## config.mk

```make
export PLATFORM = sky130hd
export DESIGN_NAME = ring_buffer_deque
export DESIGN_NICKNAME = d
export VERILOG_FILES = /design/src/rbd_pkg.sv /design/src/rbd_ptr.sv /design/src/ring_buffer_deque.sv
export SDC_FILE = /design/constraint.sdc
export NUM_CORES = 1
export LEC_CHECK = 0
export BUFFER_PORTS_ARGS = -buffer_cell sky130_fd_sc_hd__buf_4
export CORE_MARGIN = 5
export CORE_UTILIZATION = 61
export DETAILED_ROUTE_END_ITERATION = 10
export PLACE_DENSITY_LB_ADDON = 0.12
export SYNTH_ARGS = -nofsm -noshare
export SYNTH_HDL_FRONTEND = slang
export SYNTH_HIERARCHICAL = 1
export SYNTH_SLANG_ARGS = --single-unit
```

## constraint.sdc

```tcl
create_clock -name clk -period 6.5 [get_ports clk]
set_input_delay 0.65 -clock clk [delete_from_list [all_inputs] [get_ports clk]]
set_output_delay 0.65 -clock clk [all_outputs]
set_load 0.02 [all_outputs]
```

## src/rbd_pkg.sv

```systemverilog
package rbd_pkg;

  // Default number of words in the store.
  localparam int unsigned DEPTH_DEFAULT = 16;

  // Word width of the stored values.
  localparam int unsigned WORD_W = 32;

  // Value returned by a pop from an empty queue.
  localparam logic [WORD_W-1:0] INT_MIN = 32'h8000_0000;

  // Operation requested by an input beat.
  typedef enum logic [1:0] {
    OP_PUSH_BACK  = 2'd0,
    OP_PUSH_FRONT = 2'd1,
    OP_POP_FRONT  = 2'd2,
    OP_POP_BACK   = 2'd3
  } opcode_t;

  // Outcome reported with each result beat.
  typedef enum logic [1:0] {
    ST_DONE      = 2'd0,
    ST_FULL_REJ  = 2'd1,
    ST_EMPTY_REJ = 2'd2
  } status_t;

  // Per-operation result information passed from the pointer unit.
  typedef struct packed {
    logic    pop_ok;
    status_t status;
    logic    full;
    logic    empty;
  } rbd_info_t;

endpackage

```

## src/rbd_ptr.sv

```systemverilog
module rbd_ptr
  import rbd_pkg::*;
#(
  parameter int unsigned DEPTH = DEPTH_DEFAULT,
  parameter int unsigned AW    = $clog2(DEPTH)
) (
  input  logic          clk,
  input  logic          rst,
  input  logic          accept,
  input  opcode_t       opcode,
  output logic          mem_wr,
  output logic          mem_rd,
  output logic [AW-1:0] mem_addr,
  output rbd_info_t     info
);

  localparam logic [AW-1:0] LAST = AW'(DEPTH - 1);

  logic [AW-1:0] front, front_next;
  logic [AW-1:0] back, back_next;
  logic          full, full_next;
  logic          empty, empty_next;

  // Pointer arithmetic, modulo DEPTH.
  function automatic logic [AW-1:0] ptr_inc(input logic [AW-1:0] p);
    return (p == LAST) ? '0 : p + AW'(1);
  endfunction

  function automatic logic [AW-1:0] ptr_dec(input logic [AW-1:0] p);
    return (p == '0) ? LAST : p - AW'(1);
  endfunction

  // Decide the memory access and the new pointers and flags.
  always_comb begin
    front_next = front;
    back_next  = back;
    full_next  = full;
    empty_next = empty;
    mem_wr     = 1'b0;
    mem_rd     = 1'b0;
    mem_addr   = back;
    info       = '{pop_ok: 1'b0, status: ST_DONE, full: full, empty: empty};
    unique case (opcode)
      OP_PUSH_BACK: begin
        if (full) begin
          info.status = ST_FULL_REJ;
        end else begin
          mem_wr     = 1'b1;
          mem_addr   = back;
          back_next  = ptr_inc(back);
          empty_next = 1'b0;
          full_next  = (front == ptr_inc(back));
        end
      end
      OP_PUSH_FRONT: begin
        if (full) begin
          info.status = ST_FULL_REJ;
        end else begin
          mem_wr     = 1'b1;
          mem_addr   = ptr_dec(front);
          front_next = ptr_dec(front);
          empty_next = 1'b0;
          full_next  = (ptr_dec(front) == back);
        end
      end
      OP_POP_FRONT: begin
        if (empty) begin
          info.status = ST_EMPTY_REJ;
        end else begin
          mem_rd      = 1'b1;
          mem_addr    = front;
          info.pop_ok = 1'b1;
          front_next  = ptr_inc(front);
          full_next   = 1'b0;
          empty_next  = (ptr_inc(front) == back);
        end
      end
      OP_POP_BACK: begin
        if (empty) begin
          info.status = ST_EMPTY_REJ;
        end else begin
          mem_rd      = 1'b1;
          mem_addr    = ptr_dec(back);
          info.pop_ok = 1'b1;
          back_next   = ptr_dec(back);
          full_next   = 1'b0;
          empty_next  = (front == ptr_dec(back));
        end
      end
      default: begin
        info.status = ST_DONE;
      end
    endcase
    info.full  = full_next;
    info.empty = empty_next;
  end

  // Pointer and flag registers advance on each accepted beat.
  always_ff @(posedge clk) begin
    if (rst) begin
      front <= '0;
      back  <= '0;
      full  <= 1'b0;
      empty <= 1'b1;
    end else if (accept) begin
      front <= front_next;
      back  <= back_next;
      full  <= full_next;
      empty <= empty_next;
    end
  end

endmodule

```

## src/ring_buffer_deque.sv

```systemverilog
// Channel  Dir  tdata           tuser                              Use
// s_*      in   push_value      opcode                             one operation per beat
// m_*      out  pop_value       status, is_full, is_empty          one result per operation
//
// One operation per clock cycle is sustained while m_tready holds; a result
// passes through the registered read of the word store and the pending
// stage, then through the output register.
// Reset clears the pointers and flags; the store is not cleared.
// A stalled result holds in the output register, one more in the pending stage,
// and input is refused only while both are occupied.
module ring_buffer_deque
  import rbd_pkg::*;
#(
  parameter int unsigned DEPTH = DEPTH_DEFAULT
) (
  input  logic        clk,
  input  logic        rst,
  input  logic        s_tvalid,
  output logic        s_tready,
  input  logic [31:0] s_tdata,   // [31:0] push_value
  input  logic [1:0]  s_tuser,   // [1:0] opcode
  output logic        m_tvalid,
  input  logic        m_tready,
  output logic [31:0] m_tdata,   // [31:0] pop_value
  output logic [3:0]  m_tuser    // [1:0] status, [2] is_full, [3] is_empty
);

  localparam int unsigned AW = $clog2(DEPTH);

  logic              s_beat;
  logic              mem_wr;
  logic              mem_rd;
  logic [AW-1:0]     mem_addr;
  rbd_info_t         info;
  logic [WORD_W-1:0] mem [DEPTH];
  logic [WORD_W-1:0] rdata;
  logic              pend_valid;
  rbd_info_t         pend_info;
  logic              move;
  logic [WORD_W-1:0] pop_value;

  assign s_beat   = s_tvalid && s_tready;
  assign move     = pend_valid && (!m_tvalid || m_tready);
  assign s_tready = !pend_valid || move;

  rbd_ptr #(
    .DEPTH (DEPTH),
    .AW    (AW)
  ) u_ptr (
    .clk      (clk),
    .rst      (rst),
    .accept   (s_beat),
    .opcode   (opcode_t'(s_tuser)),
    .mem_wr   (mem_wr),
    .mem_rd   (mem_rd),
    .mem_addr (mem_addr),
    .info     (info)
  );

  // Word store with registered read data.
  always_ff @(posedge clk) begin
    if (s_beat && mem_wr) begin
      mem[mem_addr] <= s_tdata;
    end
    if (s_beat && mem_rd) begin
      rdata <= mem[mem_addr];
    end
  end

  // Pending stage waits for the read data.
  always_ff @(posedge clk) begin
    if (rst) begin
      pend_valid <= 1'b0;
    end else if (s_beat) begin
      pend_valid <= 1'b1;
    end else if (move) begin
      pend_valid <= 1'b0;
    end
  end

  always_ff @(posedge clk) begin
    if (s_beat) begin
      pend_info <= info;
    end
  end

  // Select the returned word for the result beat.
  always_comb begin
    if (pend_info.pop_ok) begin
      pop_value = rdata;
    end else if (pend_info.status == ST_EMPTY_REJ) begin
      pop_value = INT_MIN;
    end else begin
      pop_value = '0;
    end
  end

  // Output register.
  always_ff @(posedge clk) begin
    if (rst) begin
      m_tvalid <= 1'b0;
    end else if (move) begin
      m_tvalid <= 1'b1;
    end else if (m_tready) begin
      m_tvalid <= 1'b0;
    end
  end

  always_ff @(posedge clk) begin
    if (move) begin
      m_tdata <= pop_value;
      m_tuser <= {pend_info.empty, pend_info.full, pend_info.status};
    end
  end

endmodule
```

* Yosys cells after proc, flatten, opt, wreduce, memory -nomap -nowiden
Memory sizes are Yosys's and may differ from the RTL's. A register that Yosys moved wholly into a read port is not among the register bits. Index checks and enable logic that the tools add are counted.
Storage, ports and cells: bits of input ports 38, register bits after elaboration 53, bits in writable memories 512, logic and storage cells 85, memories kept 1
Operators by class: equal/unequal tests 13, reduce and logical (&&, ||, !) cells 19, muxes and demuxes 36, $add $sub $neg 4
Memory list:
- mem | depth 16, bits a word 32, rd ports 1, clocked after memory_dff 1, write ports 1, RTL line ring_buffer_deque.sv:35 | logic [WORD_W-1:0] mem [DEPTH];
Operators by type and width (count):
- 32-bit two-way mux | 2
- 4-bit two-way mux | 10
- 1-bit two-way mux | 17
- 4-bit equality test | 4
- 4-bit one-hot mux with 2 select lines | 2
- 4-bit one-hot mux with 4 select lines | 1
- 4-bit by 1-bit adder with 4-bit output, second input constant | 2
- 4-bit equality test, second input constant | 2
- 4-bit zero test | 2
- 2-bit nonzero test | 4
- 4-bit by 1-bit subtractor with 4-bit output, second input constant | 2
- 2-bit equality test, second input constant | 3
- 2-bit != test, second input constant | 3
- 1-bit one-hot mux with 3 select lines | 2
- 1-bit logical AND | 4
- 2-bit one-hot mux with 2 select lines | 1
- 4-bit AND reduction | 1
- 2-bit OR reduction | 2
- 3-bit AND reduction | 1
- 2-bit by 1-bit equality test with 1-bit output, second input constant | 1
- 1-bit zero test | 2
- 2-bit zero test | 1
- 1-bit logical OR | 2
- 2-bit two-way mux | 1

* Depth between registers and ports, before layout
word-level depth 8, gate-level depth with buffers 14, mapped depth without buffers 10

* Modules after synthesis
The synthesis kept the hierarchy.
Modules (own cells, without submodules):
- ring_buffer_deque | area an instance 21734.6 um^2, times used 1, cells an instance 930
- rbd_ptr | area an instance 1229.9 um^2, times used 1, cells an instance 167

* Least setup slack after synthesis
Ideal clock, no wire load.
path type register to register, from register u_ptr.front[0], to memory mem[10][0], enable pin, arrival time 5.214 ns, path slack 0.784 ns, required time 5.998 ns, stages on the path, launching flop included 11, setup time 0.502 ns, cell sequence dfxtp_1 > clkbuf_1 > inv_2 > ha_1 > o311ai_0 > o21ai_0 > nand2_1 > buf_2 > buf_2 > nand4_1 > nor4_1
Between the ends: word-level cells in the longest chain between the ends 4, elaborated cells between the ends (all ways) 6, classes of those cells add/sub: 1; mux: 4; reduce/logical: 1
RTL lines:
- start: declaration | RTL line rbd_ptr.sv:19 | logic [AW-1:0] front, front_next;
- start signal: assignment | RTL line rbd_ptr.sv:106 | front <= front_next;
- 4-bit by 1-bit subtractor with 4-bit output or 4-bit zero test (tied branches) | RTL line rbd_ptr.sv:30 | return (p == '0) ? LAST : p - AW'(1);
- 4-bit two-way mux (*) | RTL line rbd_ptr.sv:30
- 4-bit two-way mux (*) | RTL line rbd_ptr.sv:56 | if (full) begin
- 4-bit one-hot mux with 4 select lines (*) | RTL line rbd_ptr.sv:43 | unique case (opcode)
- net mem_addr[1] | RTL line ring_buffer_deque.sv:33 | logic [AW-1:0] mem_addr;
- end: declaration | RTL line ring_buffer_deque.sv:35
Mark *: on every way through the listed nets, which the timed path passes. The rest lies on a longest branch.

* Worst setup path after layout
from register u_ptr.back[0], to memory mem[5][2], enable pin
Between the ends: word-level cells in the longest chain between the ends 4, elaborated cells between the ends (all ways) 7, classes of those cells add/sub: 1; mux: 5; reduce/logical: 1
RTL lines:
- start: declaration | RTL line rbd_ptr.sv:20 | logic [AW-1:0] back, back_next;
- start signal: assignment | RTL line rbd_ptr.sv:107 | back <= back_next;
- 4-bit by 1-bit subtractor with 4-bit output or 4-bit zero test (tied branches) | RTL line rbd_ptr.sv:30
- 4-bit two-way mux (*) | RTL line rbd_ptr.sv:30
- 4-bit two-way mux (*) | RTL line rbd_ptr.sv:79 | if (empty) begin
- 4-bit one-hot mux with 4 select lines (*) | RTL line rbd_ptr.sv:43
- net mem_addr[3] | RTL line ring_buffer_deque.sv:33
Marked as above.

==> results.md <==
* Worst slack, placed at roughly 2.3 ns
* Gr busiest metal: met2
* DIE AREA at 41600 um^2
* GR Util met2 at 36.3%
* Fmax at 0.237 GHz
* Clock transition at path regs at roughly 0.06 ns
* Final min period at 4.22 ns
* First-pass DRT Iterations at 5
* Net Count, Synth at 1139
* Final core utilization at 69.8%
* Most frequent cells in the layout: 585 x edfxtp_1, 128 x mux4_2, 104 x buf_4
* FP Rows at 71
* ANT nets after route at 0
* Die Ht at 204 um
* CTS Sinks at 597
* P per Cell Area at approximately 330 nW/um^2
* Max Clock Skew at 0.0147 ns
* Slowest-stage cell, CP: nor3_2
* Final net count at approximately 1200
* Final Hold Viols at 0
* Critical path arrival at approximately 4.5 ns
* Register area share after synthesis at 77.5%
* Clock root buffer: clkbuf_16
* Ys flop type: edfxtp_1
* Worst skew pair latency at ~0.6 ns
* Final setup vio count at 0
* Final setup margin at 2.28 ns
* Maximum vdd drop at 0.260 mV
* Dpl hpwl at around 25000 um
* Mapped Cells at 1097
* Vias in the first global route at 11391
* Grt met1 use at 33.7%
* Status: finished clean
* GRT Total Usage at between 20% and 30%
* FILL cells at approximately 2300
* Syn avg cell area at 20.9 um^2
* Initial antenna violation count at 0
* Final wirelength at 46600 um
* Synth warn at 6
* Critical path cell sequence: inv_2, ha_1, o21bai_1, a21oi_1, a311oi_1, a221oi_1, o21ai_1, inv_1, nand2_1, nor3_2, buf_12
* Largest net degree at the start of global routing at 81
* Fraction of layout cells with a size suffix above 1 at between 20% and 30%
* Via count at 11102
* Least-Margin Pin Slew at about 1.2 ns
* Worst Path Required at slightly below 7 ns
* Starting DRT DRC Count at 1004
* Max-Cap Viols at 0
* IO Count at 76
* PortBufs at 75
* Leakage Power at 8.36 nW
* Met3 GRT Util at under 10%
* Critical Path Start Type: flop
* Post-synth ARST share at 0%
* Commonest non-fill, non-tap cell in the layout: edfxtp_1
* Crit Path Class: reg2reg
* CTS tree: built
* Clock Path Buffers at 3
* First-pass GRT wire length at 70500 um
* H-tree depth at 2
* Hold-fix buffers, CTS at 0
* Largest stage delay, worst path at 0.88 ns
* Max-slew violations at 0
* Width of the die at 204 um
* Unique cell type count in the Yosys netlist at 57
* Initial Utilization at 61.4%
* CP endpoint kind: flop
* Final period utilization at 64.9%
* GP Congestion at 0.839
* FF+latch count, synth at 597
* DRC at 0
* Vias per cell at 6.33
* Core area at between 30000 and 40000 um^2
* Total CTS buffers at 56
* Setup TNS at 0 ns
* Drt wl/cell at 26.6 um
* RSZ-0062 raised after global routing: false
* Post_cts resized at 0
* Critical path fanouts, max at 24
* HP Class: in2reg
* Area delta synth->final at 13.7%
* Syn Std Cell Area at 23000 um^2
* EDFF count, synth at 585
* Grt ovf at 0
* Rel. slew slack at 22.6%
* Post-CTS setup buffers at 0
* Min Hold Slack at 0.338 ns
[worst paths after layout]
check	slack, ns	from	to	cells past startpoint
worst max-delay path	2.28	u_ptr/back[0]$_SDFFE_PP0P_	mem[5][2]$_DFFE_PP_	11
worst min-delay path	0.34	rst	u_ptr/front[0]$_SDFFE_PP0P_	2
worst max register to register	2.28	u_ptr/back[0]$_SDFFE_PP0P_	mem[5][2]$_DFFE_PP_	11
worst min register to register	0.43	pend_info[1]$_DFFE_PN_	m_tuser[2]$_DFFE_PP_	0
[critical path: cells and delay by family (launching register included)]
family	cells	cell delay, ns
compound gates	5	1.12
buf+inv	3	0.79
simple gates	2	1.08
fa+ha+maj	1	0.29
flops	1	0.60
[sequential cells by signal, indices dropped and copies added (netlist names)]
signal / count
pend_info: 5
pend_valid: 1
u_ptr/full: 1
u_ptr/front: 4
u_ptr/empty: 1
m_tdata: 32
rdata: 32
u_ptr/back: 4
m_tuser: 4
m_tvalid: 1
mem: 512
[cell families (layout without fill, tap and decap cells)]
logic type	count (synthesis)	after routing	share of synthesized area (%)
mux	133	133	12.8
fa+ha+maj	4	4	0.218
xor+xnor	15	15	0.654
flops	597	597	77.5
other cells	0	2	0
compound gates	120	120	3.79
buf+inv	79	222	1.67
simple gates	149	149	3.35
[per-stage QoR]
| stage | power (mW) | cells | instance area [um^2] |
|---|---|---|---|
| 2_1_floorplan | 5.02 | 1097 | 23000 |
| 3_3_place_gp | 5.27 | 1648 | 24200 |
| 3_5_place_dp | 5.28 | 1648 | 24200 |
| 4_1_cts | 8.57 | 1751 | 26100 |
| 5_1_grt | 8.80 | 1751 | 26100 |
| 6_report | 8.50 | 1753 | 26100 |
[cells in the mapped netlist (2+ instances only)]
cell type,number,area (um^2)
edfxtp_1,585,17600
mux4_2,128,2880
a22oi_1,65,488
nand2_1,48,180
clkbuf_1,37,139
and2_1,36,225
nor2_1,18,67.6
buf_2,16,80.1
nor3_1,16,80.1
a21oi_1,13,65.1
dfxtp_1,12,240
inv_1,11,41.3
o21ai_0,9,45.0
xnor2_1,9,78.8
buf_6,7,78.8
nor2b_1,5,31.3
nor4_1,5,31.3
o21ai_1,5,25.0
xor2_1,5,43.8
buf_4,4,30.0
ha_1,4,50.1
mux2i_1,4,40.0
nand2b_1,4,25.0
o22ai_1,4,25.0
nor3b_1,3,22.5
a21o_1,2,15.0
a221oi_1,2,17.5
a311oi_1,2,17.5
a31oi_1,2,12.5
and3_1,2,12.5
buf_1,2,7.51
inv_2,2,7.51
nand3_1,2,10.0
nand3b_1,2,15.0
o211ai_1,2,15.0
o21bai_1,2,15.0
or3_1,2,12.5
[cell type report]
class | count | area [um^2] | share of cell area (%)
flip-flops and latches | 597 | 17800 | 68.2
multi-input cells | 421 | 4910 | 18.8
clock buffers | 64 | 1470 | 5.64
repair buffers | 106 | 821 | 3.14
well taps | 511 | 639 | 2.45
clock inverters | 39 | 410 | 1.57
inverters | 13 | 48.8 | 0.187
diodes | 2 | 5.00 | 0.0192
[metal layers]
metal	wire (um)	vias up
met5	0	-
met2	22800	438
li1	-	4734
met1	19600	5854
met3	3360	76
met4	867	0
[power by group]
part | internal [mW] | total (mW) | switching, mW
registers | 4.34 | 4.37 | 0.0352
logic | 0.346 | 0.821 | 0.475
clock network | 1.94 | 3.30 | 1.36
total | 6.62 | 8.50 | 1.87
Note: power is estimated with default switching activity, not from simulation.
